$ cat src/hdl/gaa_pkg.sv
`default_nettype none

package gaa_pkg;

	// tensor and store geometry
	localparam int RANK        = 4;
	localparam int STORE_DEPTH = 4096;
	localparam int ADDR_W      = $clog2(STORE_DEPTH);
	localparam int COORD_W     = 12;
	localparam int DIM_W       = 13;
	localparam int DIM_MAX     = 4096;
	localparam int AXIS_W      = 3;
	localparam int AXIS_SEL_W  = $clog2(RANK);
	localparam int DATA_W      = 64;
	localparam int INDEX_W     = 64;
	localparam int CFG_IDX_W   = 3;

	// width of one multiply-accumulate step of the offset
	localparam int PART_W = (ADDR_W > COORD_W) ? ADDR_W : COORD_W;
	localparam int PROD_W = PART_W + DIM_W + 1;

	// item queue between front and back
	localparam int QUEUE_DEPTH = 2;
	localparam int QPTR_W      = $clog2(QUEUE_DEPTH);
	localparam int QCNT_W      = $clog2(QUEUE_DEPTH + 1);

	typedef enum logic {
		OP_LOAD   = 1'b0,
		OP_GATHER = 1'b1
	} op_t;

	typedef enum logic [CFG_IDX_W-1:0] {
		REG_AXIS    = 3'd0,
		REG_DIM0    = 3'd1,
		REG_DIM1    = 3'd2,
		REG_DIM2    = 3'd3,
		REG_DIM3    = 3'd4,
		REG_IDX_LEN = 3'd5
	} cfg_idx_t;

	typedef struct packed {
		logic signed [AXIS_W-1:0]       axis;
		logic [RANK-1:0][DIM_W-1:0]     dim;
		logic [DIM_W-1:0]               idx_len;
	} cfg_t;

	// one classified item as handed from front to back
	typedef struct packed {
		op_t                            op;
		logic [ADDR_W-1:0]              addr;
		logic [DATA_W-1:0]              data;
		logic [RANK-1:0][COORD_W-1:0]   coord;
		logic                           err;
		logic                           last;
	} item_t;

	// dimension registers hold 1..DIM_MAX
	function automatic logic [DIM_W-1:0] clamp_dim(input logic [DIM_W-1:0] v);
		logic [DIM_W-1:0] r;
		if (v == '0) begin
			r = DIM_W'(1);
		end else if (v > DIM_W'(DIM_MAX)) begin
			r = DIM_W'(DIM_MAX);
		end else begin
			r = v;
		end
		return r;
	endfunction

endpackage

`default_nettype wire

$ cat src/hdl/gaa_fifo.sv
`default_nettype none

module gaa_fifo (
	input  wire             clk,
	input  wire             arst_n,
	input  wire             push,
	input  gaa_pkg::item_t  wr_item,
	output logic            full,
	output logic            pop,
	output gaa_pkg::item_t  rd_item
);
	import gaa_pkg::*;

	item_t             mem_q [QUEUE_DEPTH];
	logic [QPTR_W-1:0] wr_ptr_q;
	logic [QPTR_W-1:0] rd_ptr_q;
	logic [QCNT_W-1:0] count_q;

	// back side drains whenever an item is waiting
	assign full    = (count_q == QCNT_W'(QUEUE_DEPTH));
	assign pop     = (count_q != '0);
	assign rd_item = mem_q[rd_ptr_q];

	always_ff @(posedge clk) begin
		if (push) begin
			mem_q[wr_ptr_q] <= wr_item;
		end
	end

	// pointers and fill count
	always_ff @(posedge clk or negedge arst_n) begin
		if (!arst_n) begin
			wr_ptr_q <= '0;
			rd_ptr_q <= '0;
			count_q  <= '0;
		end else begin
			if (push) begin
				wr_ptr_q <= (wr_ptr_q == QPTR_W'(QUEUE_DEPTH - 1)) ? '0 : wr_ptr_q + QPTR_W'(1);
			end
			if (pop) begin
				rd_ptr_q <= (rd_ptr_q == QPTR_W'(QUEUE_DEPTH - 1)) ? '0 : rd_ptr_q + QPTR_W'(1);
			end
			count_q <= count_q + QCNT_W'(push) - QCNT_W'(pop);
		end
	end

	a_count_bound: assert property (@(posedge clk) disable iff (!arst_n)
		count_q <= QCNT_W'(QUEUE_DEPTH))
		else $error("item queue overfilled");

	a_count_track: assert property (@(posedge clk) disable iff (!arst_n)
		(!push && !pop) |=> $stable(count_q))
		else $error("item queue count moved without traffic");

endmodule

`default_nettype wire

$ cat config.mk
export PLATFORM = sky130hd
export DESIGN_NAME = gaa_fifo
export DESIGN_NICKNAME = d
export VERILOG_FILES = /design/src/hdl/gaa_pkg.sv /design/src/hdl/gaa_fifo.sv
export SDC_FILE = /design/constraint.sdc
export NUM_CORES = 1
export LEC_CHECK = 0
export BUFFER_PORTS_ARGS = -buffer_cell sky130_fd_sc_hd__buf_2
export CAP_MARGIN = 30
export CELL_PAD_IN_SITES_DETAIL_PLACEMENT = 1
export CELL_PAD_IN_SITES_GLOBAL_PLACEMENT = 1
export CORE_ASPECT_RATIO = 0.5
export CORE_MARGIN = 4
export CORE_UTILIZATION = 40
export CTS_CLUSTER_SIZE = 28
export DETAILED_ROUTE_END_ITERATION = 10
export GPL_TIMING_DRIVEN = 0
export PLACE_DENSITY = 0.73
export SETUP_SLACK_MARGIN = 0.4
export SYNTH_ARGS = -nofsm -noshare
export SYNTH_HDL_FRONTEND = slang
export SYNTH_SLANG_ARGS = --single-unit
$ cat constraint.sdc
create_clock -name clk -period 6.2 [get_ports clk]
set_input_delay 0.31 -clock clk [delete_from_list [all_inputs] [get_ports clk]]
set_output_delay 0.31 -clock clk [all_outputs]
set_load 0.05 [all_outputs]
==> metrics.md <==
| Metric | Value |
|---|---|
| Status | complete, no violations |
| Critical path startpoint category | register |
| Drt first pass iters | 4 |
| PnR Total Power | 6640 uW |
| Peak VDD IR | 0.236 mV |
| Layout-stage area growth over the synthesis result | 41.0% |
| IO Count | 259 |
| Via count | 5464 |
| Grt total ovfl | 0 |
| Fin. Hold Viols | 0 |
| Synth warnings | 0 |
| Fillers | 2122 |
| WL per Instance | 21.7 um |
| Share of cells above drive strength 1 | 52.3% |
| Final period utilization | 35.7% |
| Resized Gates After CTS | 0 |
| DRC | 0 |
| Worst Clk Skew | 0.00866 ns |
| Mean post-synth cell area | 23.0 um2 |
| Row cnt | 39 |
| CTS Buffer Depth | 3 |
| Post-synthesis register bit count | 258 |
| Peak Freq | 0.452 GHz |
| Detailed Route WL | 25.1 mm |
| Aggregate global-route resource usage | 18.7% |
| Crit path kind | reg -> out |
| Setup Fix Bufs, Post-CTS | 0 |
| Max-slew violations | 0 |
| Largest net degree at the start of global routing | 61 |
| GPL Wtd Cong | 0.727 |
| Hold buffers post-CTS | 129 |
| M1 WL | 8.92 mm |
| Power Dens Cells | 500 mW/mm2 |
| Die width | 225 um |
| Die area | 0.0262 mm2 |
| Core Footprint | 0.0230 mm2 |
| CTS sink cnt | 258 |
| Final setup vio count | 0 |
| Post-synthesis sequential area ratio | 82.1% |
| Synth Cell Area | 0.00941 mm2 |
| Least-Margin Pin Slew | 0.867 ns |
| Netlist cell types | 12 |
| Post-layout min period | 2.21 ns |
| Critical path arrival | 1.90 ns |
| RSZ-0062 raised after global routing | no |
| Met3 WL | 772 um |
| Initial Utilization | 41.0% |
| P_leak | 0.00505 uW |
| Die height | 116 um |
| H-Tree Level Count | 1 |
| Top Metal Used | met4 |
| Net Count, Synth | 540 |
| Slew headroom | 42.1% |
| Vias in the first global route | 6286 |
| TritonCTS clock tree | done |
| CP Capture Type | output port |
| Met2 WL | 14.2 mm |
| Clock root cell | clkbuf_16 |
| Clock Pin Slew Worst Setup and Hold Paths | 0.06 ns |
| Hold crit path type | in -> async |
| Initial DRC Count | 286 |
| Max Cap Viol | 0 |
| Port Buf Inserts | 258 |
| Nets | 959 |
| Post-DP HPWL | 14.7 mm |
| Clock Latency Late Sink | 0.53 ns |
| Antenna violations before repair | 3 |
| DRT antenna net count | 0 |
| Setup TNS | 0 ns |
| Crit path required time | 5.89 ns |
| Average via count per standard cell | 4.73 |
| First-pass GRT wire length | 36.9 mm |
| Crit Path Max Fanout | 10 |
| Cts bufs inserted | 24 |
| Post-Syn Instances | 409 |
[layer usage]
metal	vias up	global-route usage [%]
met5	-	0
met4	0	8.40
met3	77	3.39
met2	130	36.9
met1	2783	19.8
li1	2474	-
[placed cells by master, fill, tap and decap left out, drive strengths merged]
| cell | instances |
|---|---|
| dfrtp | 4 |
| clkinvlp | 1 |
| clkinv | 6 |
| nor2b | 3 |
| mux2 | 127 |
| xnor2 | 1 |
| buf | 268 |
| dlygate4sd3 | 129 |
| ha | 1 |
| bufinv | 1 |
| diode | 3 |
| and2 | 1 |
| xor2 | 2 |
| clkbuf | 45 |
| or2 | 1 |
| edfxtp | 254 |
| nand2 | 1 |
[area by class of cell]
type                            instances  area [um2]  share of cell area, %
Sequential cell                       258        7730                   58.2
Clock buffer                           35         673                   5.07
Tap cell                              307         384                   2.89
Timing Repair Buffer                  393        2720                   20.5
Antenna cell                            3        7.51                 0.0566
Multi-Input combinational cell        137        1510                   11.4
Clock inverter                          8        67.6                  0.509
Buffer                                 14         183                   1.38
[synth_stat cells]
cell type	instances	area, um2
or2_2	1	6.26
clkbuf_8	10	138
nor2b_1	3	18.8
mux2_2	127	1430
edfxtp_1	254	7630
xor2_1	2	17.5
nand2_1	1	3.75
ha_1	1	12.5
dfrtp_1	4	100
buf_6	4	45.0
and2_1	1	6.26
xnor2_1	1	8.76
[state kept, by name, summed over array words and instances (netlist names)]
signal	cells
rd_ptr_q	1
mem_q	254
wr_ptr_q	1
count_q	2
[worst max-delay path, cell delays in order, from the launching register on]
cell      delay (ns)
dfrtp_1         0.38
buf_6           0.20
clkbuf_8        0.21
mux2_2          0.35
buf_2           0.22
[logic make-up after synthesis]
logic type    count (synthesis)  share of synthesized area (%)
xor+xnor                      3                          0.279
fa+ha+maj                     1                          0.133
buf+inv                      14                           1.94
flops                       258                           82.1
mux                         127                           15.2
simple gates                  6                          0.372
[power breakdown]
part / leakage (uW) / switching (uW) / internal [uW]
Sequential: 0.00243 / 84.6 / 2300
Clock: 0.000364 / 645 / 797
Combinational: 0.00225 / 1970 / 836
Total: 0.00505 / 2700 / 3940
[worst paths after layout]
check | start | endpoint | slack [ns] | cells past startpoint
max in group asynchronous | arst_n | wr_ptr_q | 5.93 | 2
worst min register to register | wr_ptr_q | wr_ptr_q | 0.56 | 1
min in group clk | wr_item[117] | mem_q[0][117] | 0.51 | 2
worst max-delay path | rd_ptr_q | rd_item[108] | 3.99 | 4
worst max register to register | wr_ptr_q | mem_q[0][105] | 4.42 | 2
worst min-delay path | arst_n | rd_ptr_q | 0.15 | 2
[through the flow]
step	hold slack [ns]	setup slack, ns	instance area, um2	cells	utilization, %
final	0.147	3.99	13300	1155	57.8
after CTS	0.143	3.98	13300	1152	57.7
after detailed placement	0.122	4.36	11200	980	48.9
after global routing	0.130	3.91	13300	1155	57.8
after global placement	0.119	0.108	11100	974	48.3
after floorplan	0.0144	2.04	9420	409	-
Note: power is estimated with default switching activity, not from simulation.
