==> config.mk <==
export PLATFORM = sky130hd
export DESIGN_NAME = gaa_front
export DESIGN_NICKNAME = d
export VERILOG_FILES = /design/src/hdl/gaa_pkg.sv /design/src/hdl/gaa_front.sv
export SDC_FILE = /design/constraint.sdc
export NUM_CORES = 1
export LEC_CHECK = 0
export BUFFER_PORTS_ARGS = -buffer_cell sky130_fd_sc_hd__buf_2
export CAP_MARGIN = 20
export CORE_AREA = 2 2 134 136
export DETAILED_ROUTE_END_ITERATION = 16
export DIE_AREA = 0 0 136 138
export PLACE_DENSITY = 0.89
export SETUP_SLACK_MARGIN = 0.02
export SLEW_MARGIN = 20
export SYNTH_ARGS = -nofsm -noshare
export SYNTH_HDL_FRONTEND = slang
export SYNTH_SLANG_ARGS = --single-unit
==> constraint.sdc <==
create_clock -name clk -period 12 [get_ports clk]
set_input_delay 0.6 -clock clk [delete_from_list [all_inputs] [get_ports clk]]
set_output_delay 0.6 -clock clk [all_outputs]
set_load 0.005 [all_outputs]
==> src/hdl/gaa_pkg.sv <==
`default_nettype none

package gaa_pkg;

	// tensor and store geometry
	localparam int RANK        = 4;
	localparam int STORE_DEPTH = 4096;
	localparam int ADDR_W      = $clog2(STORE_DEPTH);
	localparam int COORD_W     = 12;
	localparam int DIM_W       = 13;
	localparam int DIM_MAX     = 4096;
	localparam int AXIS_W      = 3;
	localparam int AXIS_SEL_W  = $clog2(RANK);
	localparam int DATA_W      = 64;
	localparam int INDEX_W     = 64;
	localparam int CFG_IDX_W   = 3;

	// width of one multiply-accumulate step of the offset
	localparam int PART_W = (ADDR_W > COORD_W) ? ADDR_W : COORD_W;
	localparam int PROD_W = PART_W + DIM_W + 1;

	// item queue between front and back
	localparam int QUEUE_DEPTH = 2;
	localparam int QPTR_W      = $clog2(QUEUE_DEPTH);
	localparam int QCNT_W      = $clog2(QUEUE_DEPTH + 1);

	typedef enum logic {
		OP_LOAD   = 1'b0,
		OP_GATHER = 1'b1
	} op_t;

	typedef enum logic [CFG_IDX_W-1:0] {
		REG_AXIS    = 3'd0,
		REG_DIM0    = 3'd1,
		REG_DIM1    = 3'd2,
		REG_DIM2    = 3'd3,
		REG_DIM3    = 3'd4,
		REG_IDX_LEN = 3'd5
	} cfg_idx_t;

	typedef struct packed {
		logic signed [AXIS_W-1:0]       axis;
		logic [RANK-1:0][DIM_W-1:0]     dim;
		logic [DIM_W-1:0]               idx_len;
	} cfg_t;

	// one classified item as handed from front to back
	typedef struct packed {
		op_t                            op;
		logic [ADDR_W-1:0]              addr;
		logic [DATA_W-1:0]              data;
		logic [RANK-1:0][COORD_W-1:0]   coord;
		logic                           err;
		logic                           last;
	} item_t;

	// dimension registers hold 1..DIM_MAX
	function automatic logic [DIM_W-1:0] clamp_dim(input logic [DIM_W-1:0] v);
		logic [DIM_W-1:0] r;
		if (v == '0) begin
			r = DIM_W'(1);
		end else if (v > DIM_W'(DIM_MAX)) begin
			r = DIM_W'(DIM_MAX);
		end else begin
			r = v;
		end
		return r;
	endfunction

endpackage

`default_nettype wire

==> src/hdl/gaa_front.sv <==
`default_nettype none

module gaa_front (
	input  wire                              clk,
	input  wire                              arst_n,
	input  gaa_pkg::cfg_t                    cfg,
	input  wire                              start,
	input  wire                              full,
	input  wire                              opcode,
	input  wire [gaa_pkg::ADDR_W-1:0]        load_address,
	input  wire [gaa_pkg::DATA_W-1:0]        load_data,
	input  wire signed [gaa_pkg::INDEX_W-1:0] gather_index,
	output logic                             push,
	output gaa_pkg::item_t                   item
);
	import gaa_pkg::*;

	logic [RANK-1:0][COORD_W-1:0] walk_q;
	logic [RANK-1:0][COORD_W-1:0] walk_d;
	logic [RANK-1:0][DIM_W-1:0]   idim;
	logic [RANK-1:0]              wrap;
	logic [AXIS_SEL_W-1:0]        axis_sel;
	logic [DIM_W-1:0]             dim_ax;
	logic [INDEX_W-1:0]           idx_adj;
	logic                         in_range;
	logic                         carry;
	logic                         last;

	assign push = start && !full;

	// walk over the index tensor: per-axis wrap, carry from the innermost axis
	always_comb begin
		axis_sel = cfg.axis[AXIS_SEL_W-1:0];
		carry    = 1'b1;
		walk_d   = walk_q;
		for (int i = 0; i < RANK; i++) begin
			idim[i] = (AXIS_SEL_W'(i) == axis_sel) ? cfg.idx_len : cfg.dim[i];
			wrap[i] = (DIM_W'(walk_q[i]) + DIM_W'(1)) >= idim[i];
		end
		for (int i = RANK - 1; i >= 0; i--) begin
			if (carry) begin
				walk_d[i] = wrap[i] ? '0 : walk_q[i] + COORD_W'(1);
			end
			carry = carry && wrap[i];
		end
		last = &wrap;
	end

	// index wrap and range check along the axis
	always_comb begin
		dim_ax   = cfg.dim[axis_sel];
		idx_adj  = gather_index[INDEX_W-1] ? $unsigned(gather_index) + INDEX_W'(dim_ax)
		                                   : $unsigned(gather_index);
		in_range = !idx_adj[INDEX_W-1] && (idx_adj < INDEX_W'(dim_ax));
	end

	// classified item
	always_comb begin
		item.op    = op_t'(opcode);
		item.addr  = load_address;
		item.data  = load_data;
		item.coord = walk_q;
		item.coord[axis_sel] = idx_adj[COORD_W-1:0];
		item.err   = (op_t'(opcode) == OP_GATHER) && !in_range;
		item.last  = (op_t'(opcode) == OP_GATHER) && last;
	end

	always_ff @(posedge clk or negedge arst_n) begin
		if (!arst_n) begin
			walk_q <= '0;
		end else if (push && op_t'(opcode) == OP_GATHER) begin
			walk_q <= walk_d;
		end
	end

	a_last_wraps: assert property (@(posedge clk) disable iff (!arst_n)
		(push && item.last) |=> (walk_q == '0))
		else $error("walk did not return to origin after last item");

endmodule

`default_nettype wire

==> results.cfg <==
[power_and_ir_drop]
comb_power_share_pct = 48.5
power.share.clock_pct = 23.8
p_sw_share_pct = 41.5
switchingPower_w = 0.000263
ir_drop_v = 0.0000585
internal-power_w = 0.000370
leakagePower_nw = 4.59
pwr_density_cell_mw_per_mm2 = 69.6
pwr-share-seq_pct = 27.7
total_power_w = 0.000633

[synth]
synth_nets = 1379
synth_edf_count = 0
yosys_warnings = 0
synth_flop_cell = dfrtp_1
synth_seq_cells = 48
ys_seq_area_share_pct = 14.4
synth_area_per_cell_um2 = 7.71
syn-cell-area_mm2 = 0.00836
synth.distinct_cells = 80
async_flop_share_pct = 100
synth_cells = 1084

[global_route]
grt_overflow = 0
grtUsageTotal_pct = 30.2
grt_max_degree = 49
grt_pass1_vias = 8468
grt_pass1_wl_um = 44700
antenna_found_initial = 0

[final_layout]
largest_reg_flops = 48
stdcell_area_mm2 = 0.00910
multi_input_area_mm2 = 0.00620
layout_commonest_cell = buf_2
n_fill_cell = 1653
layout-drive-gt1-share_pct = 22.4
final_cell_mix = 187 x buf_2, 120 x o21ai_0, 114 x nand2_1, 81 x ha_1, 71 x mux2i_1
largest-register = walk_q
reg_top3 = walk_q: 48 flops
final_util_pct = 51.9
final_cells = 1404
ff_latch_area_mm2 = 0.00120
antennaDiodeCount = 0
finalNetCount = 1469
syn_to_final_growth_pct = 8.88

[critical_path]
cp-end-kind = primary output
crit_type = primary input to primary output
cp-start-kind = primary input
crit_family = compound AO/OA/AOI/OAI gates
crit_buf_inv = 3
critical_path.cell_chain = buf_2 -> mux4_2 -> ha_1 -> a21oi_1 -> a32oi_1 -> a31oi_1 -> o21ai_0 -> a21oi_1 -> xnor2_1 -> mux2i_1 -> inv_1 -> ha_1 -> a21o_1 -> a211oi_1 -> a31oi_1 -> or4_4 -> nor3_2 -> and4_1 -> nand4_1 -> o41a_1 -> buf_2
cp.arrival_ns = 6.80
worstPathMaxFanout = 18
slowest_delay_ns = 0.68
critPathRequiredTime_ns = 11.40
crit_slowest_cell = mux2i_1

[hold_path]
hp-class = primary input to async pin

[timing]
max_freq_mhz = 135
worst_clock_skew_ns = 0.00910
rsz0062_at_grt = no
fin_setup_tns_ns = 0
tightest_slew_ns = 1.05
final_hold_viol_count = 0
slew_violations = 0
slew_headroom_pct = 28.1
finalCritPeriodShare_pct = 61.6
setup_violations = 0
min_period_ns = 7.40

[floorplan]
die-area_mm2 = 0.0188
die_h_um = 138
ios = 341
core_area_mm2 = 0.0175
fp-row-count = 49
die_w_um = 136
start_util_pct = 47.7

[detailed_routing]
vias = 8993
drt_wl_total_um = 29400
ant_nets = 0
drc_errors = 0
wire_per_inst_um = 21.0
drtPass1Iterations = 5
viasPerCell = 6.41
drt_iter0_markers = 887

[placed_design]
placedCellCount = 1396
portBuffers = 187
place_hpwl_um = 23300
gp_congestion = 0.986
placed_cell_area_mm2 = 0.00895

[clock_network]
cts_tree = built
cts.sinks = 48
ctsHoldBuffers = 0
clkLatencyLatePin_ns = 0.30
clockBufferDepth = 2
clk_pin_slew_ns = 0.07
post_cts_resized = 0
numCtsBuffers = 5
cts_setup_buffers = 0
cts-root-buf = clkbuf_16
cts_max_level = 2

[job]
cap_violations = 0

[status]
outcome = finished, final reports clean
## final timing paths
| kind | start | endpoint | slack (ns) | cells after the start |
|---|---|---|---|---|
| min in group clk | walk_q[23]$_DFFE_PN0P_ | walk_q[23]$_DFFE_PN0P_ | 0.56 | 1 |
| min reg2reg | walk_q[23]$_DFFE_PN0P_ | walk_q[23]$_DFFE_PN0P_ | 0.56 | 1 |
| min | arst_n | walk_q[12]$_DFFE_PN0P_ | 0.41 | 2 |
| max in group asynchronous | arst_n | walk_q[11]$_DFFE_PN0P_ | 11.12 | 2 |
| max reg2reg | walk_q[36]$_DFFE_PN0P_ | walk_q[14]$_DFFE_PN0P_ | 7.68 | 14 |
| max | cfg[65] | item[1] | 4.60 | 21 |
## metrics by stage
step	setup WS [ns]	hold WS [ns]
floorplan	5.83	0.304
global placement	4.79	0.544
detailed placement	4.71	0.538
CTS	4.68	0.451
global route	4.22	0.472
finish	4.60	0.407
## area by class of cell
cell class,count,area share [%]
Sequential cell,48,13.2
Multi-Input combinational cell,858,68.2
Inverter,61,2.52
Timing Repair Buffer,200,11.4
Clock buffer,8,1.61
Tap cell,229,3.15
## per-layer routing
layer	routed length [µm]	up-vias	part of all wire (%)	GRT usage, %
met5	0	-	0	0
met4	1680	0	5.7	15.7
met3	3420	129	12	6.31
met2	13300	650	45	48.7
met1	11100	4138	38	37.6
li1	-	4076	-	-
## kinds of logic (layout without fill, tap and decap cells)
| group | after synthesis | count (layout) | share of synthesized area [%] |
|---|---|---|---|
| XOR/XNOR | 59 | 59 | 6.18 |
| flip-flops | 48 | 48 | 14.4 |
| multiplexers | 93 | 93 | 13.2 |
| adder cells (fa/ha/maj) | 82 | 82 | 12.4 |
| buffers and inverters | 178 | 269 | 11.6 |
| AND/OR/NAND/NOR | 360 | 360 | 22.3 |
| AO/OA/AOI/OAI | 264 | 264 | 20.0 |
## Yosys cell counts (4+ instances only)
library cell	n	area [µm²]
nand3_1	61	305
nand2_1	114	428
xnor2_1	35	307
nor4_1	10	62.6
nor2_1	33	124
a22o_1	13	114
nor3_1	19	95.1
o211ai_1	17	128
a31oi_1	8	50.1
and4_1	5	43.8
and3_2	5	37.5
inv_1	60	225
mux4_2	13	293
a21o_1	22	165
nand2b_1	11	68.8
nand3b_1	5	37.5
and2_1	8	50.1
ha_1	81	1010
a2111oi_0	5	43.8
xor2_1	24	210
or3_1	4	25.0
and3_1	29	181
clkbuf_1	30	113
or2_2	9	56.3
mux2_2	9	101
a21oi_1	33	165
mux2i_1	71	711
nor2b_1	6	37.5
o21ai_0	120	601
dfrtp_1	48	1200
nand4_1	26	163
buf_4	77	578
buf_1	7	26.3
## worst register-to-register path, delay by kind of cell, from the launching register on
kind,cells,cell delay (ns)
AO/OA/AOI/OAI,5,1.44
XOR/XNOR,1,0.17
AND/OR/NAND/NOR,6,1.54
flip-flops,1,0.46
adder cells (fa/ha/maj),2,0.59
## power groups by stage
stage / Combinational [W] / Sequential, W / Clock (W)
after CTS: 0.000300 / 0.000175 / 0.000150
final: 0.000307 / 0.000175 / 0.000151
after detailed placement: 0.000298 / 0.000178 / 0
after floorplan: 0.000199 / 0.000173 / 0
after global placement: 0.000290 / 0.000178 / 0
after global routing: 0.000333 / 0.000176 / 0.000156
Note: power is estimated with default switching activity, not from simulation.
